==> src/rtl/bps_pkg.sv <==
// Shared types, constants and helper functions for the binomial particle splitter.
`default_nettype none

package bps_pkg;

  localparam int WordW   = 32;
  localparam int CellW   = 31;
  localparam int CountW  = 4;
  localparam int StepW   = 5;
  localparam int CoefW   = 4;
  localparam int ShiftW  = 3;
  localparam int CfgSelW = 3;
  localparam int CfgIdxW = 2;
  localparam int CfgW    = 31;
  localparam int NumW    = 5;   // holds a child count of up to 16
  localparam int WProdW  = WordW + CoefW;
  localparam int OffW    = WordW + StepW;

  // children emitted per mother at most; the count itself never exceeds 16
  localparam int MaxChildrenDef = 16;

  typedef enum logic [CfgIdxW-1:0] {
    CFG_CELL_WIDTH = 2'd0,
    CFG_REFINE     = 2'd1,
    CFG_ORDER      = 2'd2
  } cfg_idx_e;

  typedef struct packed {
    logic        [WordW-1:0] mother_weight;
    logic signed [WordW-1:0] mother_position;
    logic signed [WordW-1:0] velocity_x;
    logic signed [WordW-1:0] velocity_y;
    logic signed [WordW-1:0] velocity_z;
  } mother_t;

  typedef struct packed {
    logic        [WordW-1:0]  child_weight;
    logic signed [WordW-1:0]  child_position;
    logic signed [WordW-1:0]  child_velocity_x;
    logic signed [WordW-1:0]  child_velocity_y;
    logic signed [WordW-1:0]  child_velocity_z;
    logic        [CountW-1:0] child_number;
    logic                     last_child;
  } child_t;

  // one child slot handed from the sequencer to the arithmetic pipeline
  typedef struct packed {
    logic        [WordW-1:0]  weight;
    logic        [WordW-1:0]  position;
    logic        [WordW-1:0]  vel_x;
    logic        [WordW-1:0]  vel_y;
    logic        [WordW-1:0]  vel_z;
    logic        [CountW-1:0] k;
    logic        [CoefW-1:0]  coef;
    logic signed [StepW-1:0]  step;
    logic                     last;
    logic        [ShiftW-1:0] shift;
  } slot_t;

  localparam logic [CoefW-1:0] BinomTab [6][6] = '{
    '{4'd1, 4'd0, 4'd0,  4'd0,  4'd0, 4'd0},
    '{4'd1, 4'd1, 4'd0,  4'd0,  4'd0, 4'd0},
    '{4'd1, 4'd2, 4'd1,  4'd0,  4'd0, 4'd0},
    '{4'd1, 4'd3, 4'd3,  4'd1,  4'd0, 4'd0},
    '{4'd1, 4'd4, 4'd6,  4'd4,  4'd1, 4'd0},
    '{4'd1, 4'd5, 4'd10, 4'd10, 4'd5, 4'd1}
  };

  // zero reads as one, anything above four saturates
  function automatic logic [CfgSelW-1:0] clamp14(input logic [CfgSelW-1:0] v);
    logic [CfgSelW-1:0] r;
    r = v;
    if (v == 3'd0) r = 3'd1;
    else if (v > 3'd4) r = 3'd4;
    return r;
  endfunction

  // C(row, k); zero beyond the end of the row
  function automatic logic [CoefW-1:0] binom_coef(input logic [CfgSelW-1:0] row,
                                                  input logic [CountW-1:0] k);
    logic [CoefW-1:0] c;
    c = '0;
    if (row <= 3'd5 && k <= {1'b0, row}) c = BinomTab[row][k[2:0]];
    return c;
  endfunction

endpackage

`default_nettype wire

==> src/rtl/bps_stream_if.sv <==
// Valid/ready stream interface carrying one payload item per handshake.
`default_nettype none

interface bps_stream_if #(
  parameter type payload_t = logic
) ();
  logic     valid;
  logic     ready;
  payload_t payload;

  modport source (output valid, output payload, input ready);
  modport sink   (input valid, input payload, output ready);
endinterface

`default_nettype wire

==> src/rtl/binomial_particle_splitter.sv <==
// Binomial particle splitter: each mother item becomes (r-1)(p+1)+1 child items.
//
// Channels: mother_i (sink) takes one mother particle per valid/ready
// handshake; child_o (source) gives one child per handshake, in order
// k = 0..n-1, with last_child set on the final one. The configuration
// port (cfg_we_i, cfg_idx_i, cfg_data_i) writes cell width, refine factor
// and interpolation order, one register per write; write only while the block is idle.
// The first child of a mother is valid once the mother has passed the
// sequencer's holding register and the pipeline stages. Throughput: one
// child per cycle unless the receiver stalls; a mother gives n =
// (r-1)(p+1)+1 children (1 to 16, capped at MaxChildren), issued by the
// sequencer one slot per cycle; the next mother is taken in the cycle its
// predecessor's last child is issued, so mothers follow with no gap.
// Reset clears the pipeline valid bits and the sequencer and loads the
// configuration defaults (dx = 1.0, r = 2, p = 1). When the receiver stalls
// the whole pipeline and the sequencer hold; no child is lost or repeated.
`default_nettype none

module binomial_particle_splitter
  import bps_pkg::*;
#(
  parameter int MaxChildren = MaxChildrenDef
) (
  input  wire logic               clk_i,
  input  wire logic               rst_ni,
  input  wire logic               cfg_we_i,
  input  wire logic [CfgIdxW-1:0] cfg_idx_i,
  input  wire logic [CfgW-1:0]    cfg_data_i,
  bps_stream_if.sink              mother_i,
  bps_stream_if.source            child_o
);

  logic [CellW-1:0]   cell_width_q;
  logic [CfgSelW-1:0] refine_q, order_q;

  logic  advance;
  logic  slot_valid;
  slot_t slot;
  logic  out_valid;
  child_t out_data;

  always_ff @(posedge clk_i or negedge rst_ni) begin
    if (!rst_ni) begin
      cell_width_q <= CellW'(65536);
      refine_q     <= 3'd2;
      order_q      <= 3'd1;
    end else if (cfg_we_i) begin
      case (cfg_idx_e'(cfg_idx_i))
        CFG_CELL_WIDTH: cell_width_q <= cfg_data_i[CellW-1:0];
        CFG_REFINE:     refine_q     <= cfg_data_i[CfgSelW-1:0];
        CFG_ORDER:      order_q      <= cfg_data_i[CfgSelW-1:0];
        default: ;
      endcase
    end
  end

  bps_sequencer #(
    .MaxChildren (MaxChildren)
  ) u_seq (
    .clk_i        (clk_i),
    .rst_ni       (rst_ni),
    .in_valid_i   (mother_i.valid),
    .in_ready_o   (mother_i.ready),
    .in_data_i    (mother_i.payload),
    .refine_i     (refine_q),
    .order_i      (order_q),
    .advance_i    (advance),
    .slot_valid_o (slot_valid),
    .slot_o       (slot)
  );

  bps_datapath u_dp (
    .clk_i        (clk_i),
    .rst_ni       (rst_ni),
    .cell_width_i (cell_width_q),
    .slot_valid_i (slot_valid),
    .slot_i       (slot),
    .advance_o    (advance),
    .out_valid_o  (out_valid),
    .out_ready_i  (child_o.ready),
    .out_data_o   (out_data)
  );

  assign child_o.valid   = out_valid;
  assign child_o.payload = out_data;

endmodule

`default_nettype wire

==> src/rtl/bps_sequencer.sv <==
// Mother holding register and child sequencer issuing one child slot per cycle unless stalled.
`default_nettype none

module bps_sequencer
  import bps_pkg::*;
#(
  parameter int MaxChildren = MaxChildrenDef
) (
  input  wire logic               clk_i,
  input  wire logic               rst_ni,
  input  wire logic               in_valid_i,
  output logic                    in_ready_o,
  input  wire mother_t            in_data_i,
  input  wire logic [CfgSelW-1:0] refine_i,
  input  wire logic [CfgSelW-1:0] order_i,
  input  wire logic               advance_i,
  output logic                    slot_valid_o,
  output slot_t                   slot_o
);

  logic [CfgSelW-1:0] r_c, p_c, row_c;
  logic [NumW-1:0]    n_c, nm1_c, emit_c, em1_c;
  logic [ShiftW-1:0]  shift_c;
  logic               is_last_c, accept_c;
  logic signed [StepW:0] step_c;

  logic              busy_q;
  logic [CountW-1:0] k_q;
  mother_t           mother_q;

  always_comb begin
    r_c     = clamp14(refine_i);
    p_c     = clamp14(order_i);
    row_c   = p_c + 3'd1;
    n_c     = NumW'(({2'b00, r_c} - 5'd1) * {2'b00, row_c} + 5'd1);
    nm1_c   = n_c - 5'd1;
    // only the first MaxChildren children go out
    if (int'(n_c) > MaxChildren) emit_c = NumW'(MaxChildren);
    else emit_c = n_c;
    em1_c   = emit_c - 5'd1;
    shift_c = (r_c >= 3'd2) ? row_c : '0;
    is_last_c = ({1'b0, k_q} == em1_c);
    // offset multiplier 2k - (n-1), always within -15..15
    step_c  = $signed({1'b0, k_q, 1'b0}) - $signed({1'b0, nm1_c});
  end

  assign in_ready_o = !busy_q || (advance_i && is_last_c);
  assign accept_c   = in_valid_i && in_ready_o;

  always_ff @(posedge clk_i or negedge rst_ni) begin
    if (!rst_ni) begin
      busy_q <= 1'b0;
      k_q    <= '0;
    end else if (accept_c) begin
      busy_q <= 1'b1;
      k_q    <= '0;
    end else if (busy_q && advance_i) begin
      if (is_last_c) busy_q <= 1'b0;
      else k_q <= k_q + 4'd1;
    end
  end

  always_ff @(posedge clk_i) begin
    if (accept_c) mother_q <= in_data_i;
  end

  always_comb begin
    slot_valid_o    = busy_q;
    slot_o.weight   = mother_q.mother_weight;
    slot_o.position = mother_q.mother_position;
    slot_o.vel_x    = mother_q.velocity_x;
    slot_o.vel_y    = mother_q.velocity_y;
    slot_o.vel_z    = mother_q.velocity_z;
    slot_o.k        = k_q;
    slot_o.coef     = binom_coef(row_c, k_q);
    slot_o.step     = step_c[StepW-1:0];
    slot_o.last     = is_last_c;
    slot_o.shift    = shift_c;
  end

`ifndef SYNTH
  a_accept_only_at_end: assert property (@(posedge clk_i) disable iff (!rst_ni)
    (accept_c && busy_q) |-> (advance_i && is_last_c))
    else $error("new mother taken before the last child was issued");

  a_k_in_range: assert property (@(posedge clk_i) disable iff (!rst_ni)
    busy_q |-> ({1'b0, k_q} < emit_c))
    else $error("child index beyond child count");

  a_k_steps: assert property (@(posedge clk_i) disable iff (!rst_ni)
    (busy_q && advance_i && !is_last_c) |=> (busy_q && k_q == $past(k_q) + 4'd1))
    else $error("child index skipped or repeated");
`endif

endmodule

`default_nettype wire

==> src/rtl/bps_datapath.sv <==
// Three-stage arithmetic pipeline: weight and offset products, then shift and add.
`default_nettype none

module bps_datapath
  import bps_pkg::*;
(
  input  wire logic             clk_i,
  input  wire logic             rst_ni,
  input  wire logic [CellW-1:0] cell_width_i,
  input  wire logic             slot_valid_i,
  input  wire slot_t            slot_i,
  output logic                  advance_o,
  output logic                  out_valid_o,
  input  wire logic             out_ready_i,
  output child_t                out_data_o
);

  logic en_c;

  logic   v1_q, v2_q, v3_q;
  slot_t  s1_q;

  logic        [WProdW-1:0] wprod_q;
  logic signed [OffW-1:0]   off_q;
  logic        [WordW-1:0]  pos2_q, vx2_q, vy2_q, vz2_q;
  logic        [CountW-1:0] k2_q;
  logic                     last2_q;
  logic        [ShiftW-1:0] shift2_q;

  child_t s3_q;

  logic signed [OffW-1:0] step_x_c, dx_x_c, off_c;
  logic        [WProdW-1:0] wprod_c, wshift_c;

  // the whole pipeline moves together whenever the output slot is free
  assign en_c      = !v3_q || out_ready_i;
  assign advance_o = en_c;

  always_comb begin
    step_x_c = {{(OffW-StepW){s1_q.step[StepW-1]}}, s1_q.step};
    dx_x_c   = {{(OffW-CellW){1'b0}}, cell_width_i};
    off_c    = step_x_c * dx_x_c;
    wprod_c  = {{WordW{1'b0}}, s1_q.coef} * {{CoefW{1'b0}}, s1_q.weight};
    wshift_c = wprod_q >> shift2_q;
  end

  always_ff @(posedge clk_i or negedge rst_ni) begin
    if (!rst_ni) begin
      v1_q <= 1'b0;
      v2_q <= 1'b0;
      v3_q <= 1'b0;
    end else if (en_c) begin
      v1_q <= slot_valid_i;
      v2_q <= v1_q;
      v3_q <= v2_q;
    end
  end

  always_ff @(posedge clk_i) begin
    if (en_c) begin
      s1_q <= slot_i;

      wprod_q  <= wprod_c;
      off_q    <= off_c;
      pos2_q   <= s1_q.position;
      vx2_q    <= s1_q.vel_x;
      vy2_q    <= s1_q.vel_y;
      vz2_q    <= s1_q.vel_z;
      k2_q     <= s1_q.k;
      last2_q  <= s1_q.last;
      shift2_q <= s1_q.shift;

      s3_q.child_weight     <= wshift_c[WordW-1:0];
      // halving with floor, then a wrapping add
      s3_q.child_position   <= pos2_q + off_q[WordW:1];
      s3_q.child_velocity_x <= vx2_q;
      s3_q.child_velocity_y <= vy2_q;
      s3_q.child_velocity_z <= vz2_q;
      s3_q.child_number     <= k2_q;
      s3_q.last_child       <= last2_q;
    end
  end

  assign out_valid_o = v3_q;
  assign out_data_o  = s3_q;

`ifndef SYNTH
  a_stall_holds: assert property (@(posedge clk_i) disable iff (!rst_ni)
    !en_c |=> ({v1_q, v2_q, v3_q} == $past({v1_q, v2_q, v3_q})))
    else $error("pipeline moved while stalled");

  a_stage_moves: assert property (@(posedge clk_i) disable iff (!rst_ni)
    (en_c && v2_q) |=> v3_q)
    else $error("item lost between second and output stage");

  a_out_holds: assert property (@(posedge clk_i) disable iff (!rst_ni)
    (out_valid_o && !out_ready_i) |=> (out_valid_o && $stable(out_data_o)))
    else $error("waiting child changed or dropped");
`endif

endmodule

`default_nettype wire

==> src/flat_wrapper.sv <==
// flat-port wrapper written by rule: the top's interface ports become plain ports
module binomial_particle_splitter_flat import bps_pkg::*;
#(
  parameter int MaxChildren = MaxChildrenDef
)
  (clk_i, rst_ni, cfg_we_i, cfg_idx_i, cfg_data_i, mother_i_valid, mother_i_payload, mother_i_ready, child_o_valid, child_o_payload, child_o_ready);
  bps_stream_if #(.payload_t(mother_t)) mother_i_i ();
  bps_stream_if #(.payload_t(child_t)) child_o_i ();
  input  wire logic clk_i;
  input  wire logic rst_ni;
  input  wire logic cfg_we_i;
  input  wire logic [CfgIdxW-1:0] cfg_idx_i;
  input  wire logic [CfgW-1:0] cfg_data_i;
  input wire logic [$bits(mother_i_i.valid)-1:0] mother_i_valid;
  input wire logic [$bits(mother_i_i.payload)-1:0] mother_i_payload;
  output wire logic [$bits(mother_i_i.ready)-1:0] mother_i_ready;
  output wire logic [$bits(child_o_i.valid)-1:0] child_o_valid;
  output wire logic [$bits(child_o_i.payload)-1:0] child_o_payload;
  input wire logic [$bits(child_o_i.ready)-1:0] child_o_ready;
  assign mother_i_i.valid = mother_i_valid;
  assign mother_i_i.payload = mother_i_payload;
  assign mother_i_ready = mother_i_i.ready;
  assign child_o_valid = child_o_i.valid;
  assign child_o_payload = child_o_i.payload;
  assign child_o_i.ready = child_o_ready;
  binomial_particle_splitter #(.MaxChildren(MaxChildren)) u_core (.clk_i(clk_i), .rst_ni(rst_ni), .cfg_we_i(cfg_we_i), .cfg_idx_i(cfg_idx_i), .cfg_data_i(cfg_data_i), .mother_i(mother_i_i), .child_o(child_o_i));
endmodule
==> config.mk <==
export PLATFORM = sky130hd
export DESIGN_NAME = binomial_particle_splitter_flat
export DESIGN_NICKNAME = d
export VERILOG_FILES = /design/src/rtl/bps_pkg.sv /design/src/rtl/bps_stream_if.sv /design/src/rtl/binomial_particle_splitter.sv /design/src/rtl/bps_sequencer.sv /design/src/rtl/bps_datapath.sv /design/src/flat_wrapper.sv
export SDC_FILE = /design/constraint.sdc
export NUM_CORES = 1
export LEC_CHECK = 0
export BUFFER_PORTS_ARGS = -buffer_cell sky130_fd_sc_hd__buf_2
export CORE_MARGIN = 3
export CORE_UTILIZATION = 30
export DETAILED_ROUTE_END_ITERATION = 6
export PLACE_DENSITY = 0.44
export SYNTH_ARGS = -nofsm -noshare
export SYNTH_HDL_FRONTEND = slang
export SYNTH_SLANG_ARGS = --single-unit
==> constraint.sdc <==
create_clock -name clk_i -period 16.15 [get_ports clk_i]
set_clock_uncertainty 0.15 [all_clocks]
set_input_delay 1.615 -clock clk_i [delete_from_list [all_inputs] [get_ports clk_i]]
set_output_delay 1.615 -clock clk_i [all_outputs]
set_load 0.02 [all_outputs]
# Word-level counts from Yosys, hierarchy flattened
# Memory sizes are Yosys's and may differ from the RTL's.
# Cells that the tools add are included.
# Widths: inputs -> output; s select.
[word_totals]
register_bits = 752
rom_bits = 192
output_inout_bits = 167
elab_cells = 100
n_memories = 1
[memory_table]
columns = ["memory", "words", "word_bits", "rd", "rd_ports_with_merged_regs", "write_ports", "line_no", "source"]
rows = [
  ["(no name shown)", 8, 24, 1, 0, 0, "bps_pkg.sv:83", "if (row <= 3'd5 && k <= {1'b0, row}) c = BinomTab[row][k[2:0]];"],
]
[op_classes]
add_sub_neg = 8
n_mul = 3
order_cmp = 8
n_eq_ne = 4
n_shift = 1
n_mux = 16
n_bitwise = 2
n_reduce_logical = 18
[op_table]
columns = ["cell", "count"]
rows = [
  ["$mux 24", 2],
  ["$mul 4x32->36", 1],
  ["$shr 36x3->32", 1],
  ["$mul 5x32->33", 1],
  ["$add 32x32->32", 1],
  ["$mux 4", 5],
  ["$bmux 4 s3", 1],
  ["$mux 3", 4],
  ["$reduce_and 2->1", 5],
  ["$sub 5x1->5 const B", 2],
  ["$ge 4x4->1 const B", 2],
  ["$not 3->4", 2],
  ["$gt 3x3->1 const B", 2],
  ["$logic_not 3->1", 2],
  ["$add 5x1->5 const B", 1],
  ["$eq 4x5->1", 1],
  ["$gt 5x5->1 const B", 1],
  ["$mul 5x3->5", 1],
  ["$mux 5", 1],
  ["$sub 5x5->5", 1],
  ["$add 4x1->4 const B", 1],
  ["$le 4x3->1", 1],
  ["$logic_and 1x1->1", 4],
  ["$reduce_bool 2->1", 2],
  ["other kinds (11)", 15],
]

# Longest topological paths before layout
# Gate-level depths: netlist of the first run.
[depth]
word_depth = 15
ltp_mapped = 24
mapped_depth_nobuf = 23

# Modules after synthesis
# A second synthesis of the first run with hierarchy kept.
[hier_totals]
hier_cells = 2560
hier_area_um2 = 36311.1
[modules_own_cells]
columns = ["mod", "n_inst", "cells_each", "area_per_inst_um2", "seq_area_each_um2"]
rows = [
  ["bps_datapath", 1, 2166, 28816.4, 16470.8],
  ["bps_sequencer", 1, 314, 6080.8, 4929.7],
  ["binomial_particle_splitter", 1, 80, 1413.9, 929.6],
]

# Least setup slack after synthesis of the first run
# OpenSTA, ideal clock, no wires.
[synth_path]
path_kind = "input-to-reg"
startpoint = "input child_o_ready"
endpoint = "register u_core.u_seq.k_q[0]"
arrival_ps = 16531
t_required_ps = 15876
path_slack_ps = -655
stages = 4
n_path_buf = 0
cell_sequence = "nor2b_1 > clkinv_1 > and4_4 > a211o_1"
[synth_between]
elab_chain_len = 6
[synth_rtl]
columns = ["item", "line_no", "source"]
rows = [
  ["from (decl)", "flat_wrapper.sv:19", "input wire logic [$bits(child_o_i.ready)-1:0] child_o_ready;"],
  ["$logic_or 1x1->1 *", "bps_datapath.sv:36", "assign en_c = !v3_q || out_ready_i;"],
  ["via u_core.advance", "binomial_particle_splitter.sv:36", "logic advance;"],
  ["$logic_and 1x1->1", "bps_sequencer.sv:47", "assign in_ready_o = !busy_q || (advance_i && is_last_c);"],
  ["$logic_or 1x1->1", "bps_sequencer.sv:47", ""],
  ["$logic_and 1x1->1", "bps_sequencer.sv:48", "assign accept_c = in_valid_i && in_ready_o;"],
  ["$ne 2x1->1 (no line) or $reduce_bool 2->1 (tied branches)", "n/a", ""],
  ["$reduce_and 2->1 (no line)", "n/a", ""],
  ["to (signal assigned)", "bps_sequencer.sv:59", "else k_q <= k_q + 4'd1;"],
  ["to (decl)", "bps_sequencer.sv:28", "logic [CountW-1:0] k_q;"],
]
# The timed path passes the listed nets; every way through them passes the cells marked *.
# A chain may end at the register's enable or synchronous reset.

# Final worst setup path of the first run
[layout_path]
startpoint = "register u_core.order_q[0]"
endpoint = "register u_core.u_seq.mother_q, in the netlist u_core.u_seq.slot_o[60], enable pin"
[layout_between]
elab_chain_len = 13
[layout_rtl]
columns = ["item", "line_no", "source"]
rows = [
  ["from (decl)", "binomial_particle_splitter.sv:34", "logic [CfgSelW-1:0] refine_q, order_q;"],
  ["from (signal assigned)", "binomial_particle_splitter.sv:51", "CFG_ORDER: order_q <= cfg_data_i[CfgSelW-1:0];"],
  ["$gt 3x3->1", "bps_pkg.sv:74", "else if (v > 3'd4) r = 3'd4;"],
  ["$mux 3", "bps_pkg.sv:74", ""],
  ["$mux 3 *", "bps_pkg.sv:73", "if (v == 3'd0) r = 3'd1;"],
  ["$add 3x1->3 *", "bps_sequencer.sv:34", "row_c = p_c + 3'd1;"],
  ["$mul 5x3->5 *", "bps_sequencer.sv:35", "n_c = NumW'(({2'b00, r_c} - 5'd1) * {2'b00, row_c} + 5'd1);"],
  ["$add 5x1->5 *", "bps_sequencer.sv:35", ""],
  ["$gt 5x5->1", "bps_sequencer.sv:38", "if (int'(n_c) > MaxChildren) emit_c = NumW'(MaxChildren);"],
  ["$mux 5 *", "bps_sequencer.sv:38", ""],
  ["$sub 5x1->5 *", "bps_sequencer.sv:40", "em1_c = emit_c - 5'd1;"],
  ["$eq 4x5->1 *", "bps_sequencer.sv:42", "is_last_c = ({1'b0, k_q} == em1_c);"],
  ["$logic_and 1x1->1 *", "bps_sequencer.sv:47", ""],
  ["$logic_or 1x1->1 *", "bps_sequencer.sv:47", ""],
  ["$logic_and 1x1->1 *", "bps_sequencer.sv:48", ""],
  ["via u_core.u_seq.accept_c", "bps_sequencer.sv:24", "logic is_last_c, accept_c;"],
  ["to (signal assigned)", "bps_sequencer.sv:64", "if (accept_c) mother_q <= in_data_i;"],
  ["to (decl)", "bps_sequencer.sv:29", "mother_t mother_q;"],
]
# Marked as above.

==> flow_metrics.tcl, run 1 <==
set metrics [dict create \
    run_status "finished clean" \
    synth.net_count 2862 \
    post-route-worst-setup-slack_ps 8310 \
    fmax_mhz 128 \
    synthCells 2360 \
    gr-usage-all-layers_pct 12.5 \
    gp_congestion 0.817 \
    synth_top_area_share_pct 60.4 \
    setup_tns_ps 0 \
    crit_slowest_cell "buf_4" \
    min-delay-start "u_core.u_seq.slot_o[174]" \
    final_period_minus_worst_setup_slack_ps 7840 \
    combinational_family_with_the_most_area_after_synthesis "adder cells" \
    maxCapViolations 0 \
    design.final.nets 3268 \
    grt_overflow 0 \
    first_global_vias 20486 \
    cp_num_buf_inv 4 \
    drc 0 \
    final_hold_viol_count 0 \
    ctsHtreeMaxLevel 3 \
    preCtsSetupSlack_ps 8220 \
    worst-r2r-cell-count 24 \
    setup_viol_count_final 0 \
    critical_path.top_delay_family "buffers and inverters" \
    maxSlewViolCount 0 \
    path_cells "nor2b_1, or2_2, inv_1, ha_1, xor2_2, nand2_1, fa_1, inv_1, ha_1, a21o_1, a21oi_2, xor3_1, nand2_1, nand2_1, ha_1, o21ai_0, o21ai_0, nor2_1, o221ai_1, or3_4, o21ai_1, and2_4, buf_4, buf_4" \
    launching_point_of_the_worst_reg2reg_path "u_core.order_q[0]" \
    root_buffer "clkbuf_16" \
    number_of_enable_flip_flop_cells_after_synthesis 706 \
    fp.dieW_um 348 \
    yosys_warnings 0 \
    global_route_wire_length_before_repair_mm 119 \
    worst_r2r_endpoint "u_core.u_seq.slot_o[60]" \
    area_growth_syn_to_layout_pct 18.8 \
    detailed_place.area_sq_um 38700 \
    cts_hold_buffers 0 \
    multi_input_area_sq_um 11900 \
    synth-compound-area-share_pct 5.79 \
    cts_inserted_buffers 86 \
    r2r_slack_ps 8310 \
    fin_crit_sh_pct 48.5 \
    count_of_buffers_inserted_at_the_top_level_ports 364 \
    async_set_or_reset_register_ratio_after_synthesis_pct 5.99 \
    crit_cells 24 \
    stdcell_area_sq_um 41700 \
    cts.repair_timing.setup_buffer_count 0 \
    avgSynthCellArea_sq_um 14.9 \
    chip_height_um 348 \
    synth.mux.area_fraction_pct 3.54 \
    detail_route.wirelength_mm 75.8 \
    starting_density_of_the_core_pct 30.4 \
    register_area_sq_um 22300 \
    detailedPlacementHpwl_mm 54.8 \
    drive_gt1_share_pct 21.6 \
    netlist-cell-type-count 76 \
    drtPass1Iterations 5 \
    clock-sinks 751 \
    worst_case_hold_path_end_point "u_core.u_dp.s1_q[174]" \
    cts_resized 0 \
    rows 124 \
    ant_nets 0 \
    holdCritPathClass "reg2reg" \
    criticalPathCategory "reg2reg" \
    rsz0062_at_grt "false" \
    tritoncts "yes" \
    worstSetupStartpointType "flop" \
    initialDrtViolationCount 1134 \
    post-route-util_pct 36.2 \
    coreArea_sq_um 115000 \
    synth-xor-area-share_pct 2.42 \
    synth_sequential_area_ratio_pct 63.6 \
    synthFlopType "edfxtp_1" \
    cp_data_arrival_time_ps 7960 \
    synthesis.area_sq_um 35100 \
    critical_path.endpoint_type "flop" \
    max-clock-path-buffers 3 \
    grt_antenna_before_repair 14 \
    worstSkewPairLatency_ps 670 \
    via_count 19676 \
    adder_cell_fraction_of_synth_area_pct 14.1 \
    grt_max_degree 210 \
    cp_slowest_stage_delay_ps 870 \
    cts.clk_slew.worst_paths_ps 60 \
    wp_data_required_ps 16270 \
    post_synth_main_area_contributors "edfxtp_1 60%, fa_1 8.7%, ha_1 5.4%, dfrtp_1 3.0%, nand2_1 2.4%" \
    viasPerCell 4.52 \
    routed_length_per_placed_instance_um 17.4 \
    i_o_pin_count 365 \
    worst_hold_path.num_cells 0 \
    die_ar_sq_um 121000 \
    worst_slew_margin_rel_pct 23.2 \
    n_fill_cell 11054 \
    worst_pin_slew_ps 1140 \
    postSynthRegisterBits 751 \
    critical_path.max_fanout 69 \
    yosys.area_share.simple_pct 7.92 \
    post-synth-top-area-cell "edfxtp_1" \
]
[cell type report]
type                    instances  area share, %
flip-flops and latches        751           53.6
well taps                    1512           4.54
clock buffers                 111           5.43
multi-input cells            1367           28.4
diodes                          7         0.0420
clock inverters                48           1.67
repair buffers                381           4.67
inverters                     179           1.65
[how the worst max path moves through the flow]
stage,slack (ps),to,start
after detailed placement,8220,u_core.u_seq.slot_o[60],u_core.order_q[0]
final,8310,u_core.u_seq.slot_o[60],u_core.order_q[0]
after CTS,8170,u_core.u_seq.slot_o[57],u_core.order_q[0]
after global placement,8460,u_core.u_seq.slot_o[57],u_core.order_q[0]
after floorplan,6550,u_core.u_seq.k_q[0],child_o_ready
after global routing,7660,u_core.u_seq.slot_o[147],u_core.order_q[0]
[cell families (layout without fill, tap and decap cells)]
family | Yosys count | count (layout)
DFF | 751 | 751
other | 1 | 8
adders and majority gates | 304 | 304
buffers and inverters | 242 | 719
xor gates and xnor gates | 93 | 93
AOI/OAI and AO/OA | 313 | 313
and+or+nand+nor | 560 | 560
muxes | 96 | 96
[metrics by stage]
stage          hold WS, ps  cells
2_1_floorplan          250   2360
3_3_place_gp           250   4190
3_5_place_dp           255   4190
4_1_cts                242   4349
5_1_grt                246   4352
6_report               244   4356
[routing by layer]
| metal | GRT usage [%] | up-vias | share of wire [%] |
|---|---|---|---|
| li1 | - | 9338 | - |
| met5 | 0 | - | 0.036 |
| met1 | 15.9 | 9754 | 43 |
| met2 | 20.1 | 455 | 47 |
| met4 | 4.54 | 4 | 3.0 |
| met3 | 3.64 | 125 | 6.5 |
[registers in the layout, indices dropped and copies added, names as in the netlist, 36 cells and up]
register,count
u_core.u_seq.slot_o,160
u_core.u_dp.wprod_q,36
u_core.u_dp.s1_q,177
u_core.u_dp.out_data_o,165
[cell usage after synthesis (19+ instances only)]
master,number
xor2_1,28
inv_1,175
nand2_1,220
o21bai_1,19
edfxtp_1,706
ha_1,152
nand3_1,19
xnor2_1,62
nor2_1,68
dfrtp_1,42
nand2b_1,42
clkbuf_1,60
and2_1,118
o21ai_0,61
a21oi_1,87
nor3_1,26
mux2_2,64
fa_1,152
a21o_1,30
[cell usage in the layout, fill, tap and decap left out, drive strengths merged, types with 6 or more instances in the layout]
| cell | netlist | routed |
|---|---|---|
| a211oi | 16 | 16 |
| a21o | 30 | 30 |
| a21oi | 88 | 88 |
| a311oi | 7 | 7 |
| a31oi | 16 | 16 |
| and2 | 119 | 119 |
| and3 | 6 | 6 |
| buf | 3 | 381 |
| bufinv | 0 | 12 |
| clkbuf | 60 | 111 |
| clkinv | 1 | 30 |
| dfrtp | 42 | 42 |
| diode | 0 | 7 |
| edfxtp | 706 | 706 |
| fa | 152 | 152 |
| ha | 152 | 152 |
| inv | 178 | 183 |
| mux2 | 64 | 64 |
| mux2i | 16 | 16 |
| mux4 | 16 | 16 |
| nand2 | 220 | 220 |
| nand2b | 42 | 42 |
| nand3 | 19 | 19 |
| nand3b | 7 | 7 |
| nand4 | 8 | 8 |
| nor2 | 68 | 68 |
| nor2b | 13 | 13 |
| nor3 | 26 | 26 |
| o211ai | 6 | 6 |
| o21a | 15 | 15 |
| o21ai | 62 | 62 |
| o21bai | 19 | 19 |
| or2 | 8 | 8 |
| or3 | 8 | 8 |
| xnor2 | 62 | 62 |
| xor2 | 29 | 29 |
Power of run 1 is not shown: default switching activity piles up to over one toggle a cycle in this logic, so the estimate is an artifact.
==> run 2: changes to the inputs <==
PLACE_DENSITY = 0.42   (was 0.44)
clock period = 7.4 ns   (was 16.15 ns; I/O delays follow)
==> run 2 against run 1 <==
Register-to-register slack worse by 7200 ps. Sequential share of layout area is 0.18 points higher. Count of clock-buffer cells in the layout is 4 lower. Via count hardly changed. Global-route usage is 0.18 points higher. Worst hold slack worse by 190 ps. Final area is 0.34% lower. Die area stayed put. Sequential cell count stayed put. First-iteration DRC count is 8.4% higher. Worst setup slack worse by 7700 ps. Critical endpoint is now mother_i_ready.
==> flow_metrics.tcl, run 2 (synthesis gave the netlist of run 1 again) <==
set metrics [dict create \
    die_ar_sq_um 121000 \
    worstSetupStartpointType "flop" \
    drtPass1Iterations 7 \
    grt_overflow 0 \
    drive_gt1_share_pct 21.8 \
    cp_data_arrival_time_ps 5880 \
    final_common_cell "edfxtp_1" \
    cts_inserted_buffers 86 \
    i_o_pin_count 365 \
    crit_slowest_cell "fa_1" \
    wp_data_required_ps 6510 \
    final_hold_viol_count 0 \
    worst-r2r-cell-count 23 \
    ctsHtreeMaxLevel 3 \
    maxSlewViolCount 0 \
    grt_antenna_before_repair 14 \
    detailedPlacementHpwl_mm 55.1 \
    routed_length_per_placed_instance_um 17.6 \
    final_period_minus_worst_setup_slack_ps 6770 \
    critical_path.max_fanout 8 \
    setup_tns_ps 0 \
    worst_r2r_endpoint "u_core.u_seq.slot_o[163]" \
    tritoncts "yes" \
    holdCritPathClass "in2async" \
    ant_nets 0 \
    path_cells "nor2b_1, or2_2, inv_1, ha_1, xor2_2, nand2_1, fa_1, inv_1, ha_1, a21o_1, a21oi_2, xor3_1, nand2_1, nand2_1, ha_1, o21ai_0, o21ai_0, nor2_1, o221ai_1, or3_4, o21ai_1, buf_2" \
    rows 124 \
    max-clock-path-buffers 3 \
    fmax_mhz 148 \
    fin_crit_sh_pct 91.5 \
    global_route_wire_length_before_repair_mm 120 \
    count_of_buffers_inserted_at_the_top_level_ports 364 \
    most-common-layout-cells "706 x edfxtp_1, 364 x buf_2, 220 x nand2_1" \
    root_buffer "clkbuf_16" \
    maxCapViolations 0 \
    coreArea_sq_um 115000 \
    first_global_vias 20561 \
    drc 0 \
    area_growth_syn_to_layout_pct 18.4 \
    critical_path.endpoint_type "output pin" \
    worst_pin_slew_ps 1090 \
    gp_congestion 0.813 \
    design.final.nets 3270 \
    n_fill_cell 11167 \
    criticalPathCategory "reg2out" \
    largest_register_ff_count 177 \
    worst_slew_margin_rel_pct 27.3 \
    detail_route.wirelength_mm 76.6 \
    chip_height_um 348 \
    clock-sinks 751 \
    rsz0062_at_grt "false" \
    cts.repair_timing.setup_buffer_count 0 \
    r2r_slack_ps 1070 \
    launching_point_of_the_worst_reg2reg_path "u_core.order_q[0]" \
    via_count 19657 \
    cp_slowest_stage_delay_ps 620 \
    worstSkewPairLatency_ps 660 \
    starting_density_of_the_core_pct 30.4 \
    cts_hold_buffers 0 \
    fp.dieW_um 348 \
    cts_resized 0 \
    top_register "u_core.u_dp.s1_q" \
    cts.clk_slew.worst_paths_ps 60 \
    run_status "finished clean" \
    initialDrtViolationCount 1229 \
    gr-usage-all-layers_pct 12.6 \
    setup_viol_count_final 0 \
    viasPerCell 4.52 \
    holdWs_ps 50.4 \
    grt_max_degree 171 \
]
## run 2: layout make-up
type	count	area [sq um]	area share [%]
clock inverters	49	497	1.20
multi-input cells	1367	11900	28.5
diodes	4	10.0	0.0241
flip-flops and latches	751	22300	53.7
inverters	179	698	1.68
repair buffers	383	1990	4.79
clock buffers	107	2280	5.49
well taps	1512	1890	4.55
## run 2: how the worst max path moves through the flow
stage	start	end	slack [ps]	cells past startpoint
finish	u_core.order_q[0]	mother_i_ready	630	22
global route	u_core.order_q[0]	mother_i_ready	270	22
CTS	u_core.order_q[0]	mother_i_ready	580	22
detailed placement	u_core.order_q[0]	u_core.u_seq.slot_o[84]	1110	23
global placement	u_core.order_q[0]	u_core.u_seq.slot_o[57]	1200	23
floorplan	u_core.order_q[0]	u_core.u_seq.slot_o[100]	820	23
## run 2: per-stage QoR
step	setup slack, ps	cell area [sq um]	utilization, %	cells
final	627	41600	36.1	4352
after global routing	266	41600	36.0	4350
after CTS	582	41500	36.0	4348
after detailed placement	1110	38800	33.6	4192
after global placement	1200	38800	33.6	4192
after floorplan	821	35100	-	2360
## run 2: worst max-delay path: cells and delay by family (launching register included)
family | cells | cell delay, ps
buffers and inverters | 3 | 550
DFF | 1 | 520
and+or+nand+nor | 7 | 1230
xor gates and xnor gates | 2 | 670
adders and majority gates | 4 | 1370
AOI/OAI and AO/OA | 6 | 910
## run 2: metal layers
layer | GRT usage [%] | up-vias | part of all wire (%)
li1 | - | 9349 | -
met1 | 16.7 | 9714 | 44
met2 | 19.8 | 462 | 46
met3 | 3.89 | 124 | 7.3
met4 | 4.39 | 8 | 2.5
met5 | 0 | - | 0.072
Power of run 2 is left out for the same reason.
==> run 3: changes to the inputs <==
ABC_AREA = 1   (was unset)
==> run 3 against run 2 <==
Worst setup slack better by 680 ps. Non-clock buffer count is 3 lower. Highest routed layer unchanged. First-iteration DRC count rose by 13%. Synthesized cell count up 17%. Largest cell class unchanged. Utilization is 0.13 points lower. Die area rose by 0.68%. Sequential cell count stayed put.
==> flow_metrics.tcl, run 3 <==
set metrics [dict create \
    run_status "finished clean" \
    fp.dieW_um 349 \
    starting_density_of_the_core_pct 30.3 \
    cts.clk_slew.worst_paths_ps 60 \
    routed_length_per_placed_instance_um 16.7 \
    worst_r2r_endpoint "u_core.u_seq.slot_o[171]" \
    detail_route.wirelength_mm 79.8 \
    wp_data_required_ps 6510 \
    viasPerCell 4.37 \
    final_hold_viol_count 0 \
    synthFlopType "edfxtp_1" \
    cts_inserted_buffers 88 \
    first_global_vias 22002 \
    fmax_mhz 164 \
    max-clock-path-buffers 3 \
    rows 125 \
    r2r_slack_ps 1450 \
    fin_crit_sh_pct 82.3 \
    yosys_warnings 0 \
    detailedPlacementHpwl_mm 58.9 \
    ctsHtreeMaxLevel 3 \
    launching_point_of_the_worst_reg2reg_path "u_core.order_q[1]" \
    post-synth-top-area-cell "edfxtp_1" \
    criticalPathCategory "reg2out" \
    clock-sinks 751 \
    worst_slew_margin_rel_pct 19.0 \
    synthesis.area_sq_um 35300 \
    synth.cells.most_frequent "706 x edfxtp_1, 556 x nand2_1, 382 x inv_1, 152 x fa_1, 152 x ha_1" \
    number_of_enable_flip_flop_cells_after_synthesis 706 \
    grt_antenna_before_repair 35 \
    maxSlewViolCount 0 \
    tritoncts "yes" \
    crit_slowest_cell "fa_1" \
    holdCritPathClass "in2async" \
    worstSkewPairLatency_ps 670 \
    chip_height_um 349 \
    grt_max_degree 174 \
    rsz0062_at_grt "false" \
    drtPass1Iterations 5 \
    coreArea_sq_um 117000 \
    worstSetupStartpointType "flop" \
    root_buffer "clkbuf_16" \
    maxCapViolations 0 \
    initialDrtViolationCount 1391 \
    drc 0 \
    cpMostUsedCell "inv_1" \
    cts.repair_timing.setup_buffer_count 0 \
    critical_path.max_fanout 10 \
    design.final.nets 3682 \
    drive_gt1_share_pct 18.2 \
    synthCells 2762 \
    grt_overflow 0 \
    die_ar_sq_um 122000 \
    via_count 20876 \
    largest_register_ff_count 177 \
    avgSynthCellArea_sq_um 12.8 \
    post_synth_main_area_contributors "edfxtp_1 60%, fa_1 8.6%, nand2_1 5.9%, ha_1 5.4%, inv_1 4.1%" \
    worst-r2r-cell-count 30 \
    cts_hold_buffers 0 \
    critical_path.endpoint_type "output pin" \
    postSynthRegisterBits 751 \
    cp_data_arrival_time_ps 5200 \
    ant_nets 0 \
    final_period_minus_worst_setup_slack_ps 6090 \
    netlist-cell-type-count 51 \
    area_growth_syn_to_layout_pct 18.5 \
    final_common_cell "edfxtp_1" \
    synth_top_area_share_pct 60.0 \
    cts_resized 0 \
    global_route_wire_length_before_repair_mm 126 \
    gr-usage-all-layers_pct 13.1 \
    most_repeated_cell_in_the_gate_level_netlist_after_synthesis "edfxtp_1" \
    most-common-layout-cells "706 x edfxtp_1, 556 x nand2_1, 379 x inv_1" \
    synth.net_count 3264 \
    top_register "u_core.u_dp.s1_q" \
    i_o_pin_count 365 \
    worst_pin_slew_ps 1210 \
    setup_viol_count_final 0 \
    gp_congestion 0.820 \
    count_of_buffers_inserted_at_the_top_level_ports 364 \
    setup_tns_ps 0 \
    async_set_or_reset_register_ratio_after_synthesis_pct 5.99 \
    cp_slowest_stage_delay_ps 620 \
    synth_sequential_area_ratio_pct 63.2 \
]
run 3: per-stage QoR:
stage                     worst slack [ps]  hold WS, ps  std cells  utilization [%]  area, sq um
after floorplan                      -3980          250       2762                -        35300
after global placement                1560          250       4614             33.5        39100
after detailed placement              1410          255       4614             33.5        39100
after CTS                             1220         19.8       4770             35.9        41800
after global routing                   915         42.6       4771             35.9        41800
final                                 1310         56.3       4782             35.9        41900
run 3: kinds of logic after synthesis:
family | synth area share [%]
simple gates | 9.63
flops | 63.2
buf+inv | 4.63
compound gates | 4.98
fa+ha+maj | 14.0
xor+xnor | 2.50
mux | 1.06
other cells | 0.0106
run 3: worst max path at each step:
stage                                  from  cells after the start                       end
after floorplan               child_o_ready                      6  u_core.u_seq.slot_o[100]
after global placement    u_core.order_q[1]                     30  u_core.u_seq.slot_o[148]
after detailed placement  u_core.order_q[1]                     30  u_core.u_seq.slot_o[149]
after CTS                 u_core.order_q[1]                     30            mother_i_ready
after global routing      u_core.order_q[1]                     30            mother_i_ready
final                     u_core.order_q[1]                     30            mother_i_ready
run 3: cell type report:
type | instances | area, sq um
Timing Repair Buffer | 380 | 1990
Clock buffer | 107 | 2270
Inverter | 383 | 1450
Fill cell | 11351 | 74700
Antenna cell | 12 | 30.0
Sequential cell | 751 | 22300
Multi-Input combinational cell | 1576 | 11400
Clock inverter | 49 | 505
Tap cell | 1524 | 1910
run 3: worst max-delay path: cells and delay by family, from the launching register on:
family          cells  cell delay (ps)
simple gates       16             1450
compound gates      1              360
xor+xnor            1              170
fa+ha+maj           4             1440
buf+inv             8              760
flops               1              340
run 3: routing by layer:
metal / wire [um] / GRT usage [%] / vias up
met1: 36700 / 18.0 / 10051
met4: 1850 / 3.77 / 14
met5: 92 / 0 / -
met3: 5580 / 3.47 / 135
li1: - / - / 10199
met2: 35600 / 20.5 / 477
Power of run 3 is left out for the same reason.
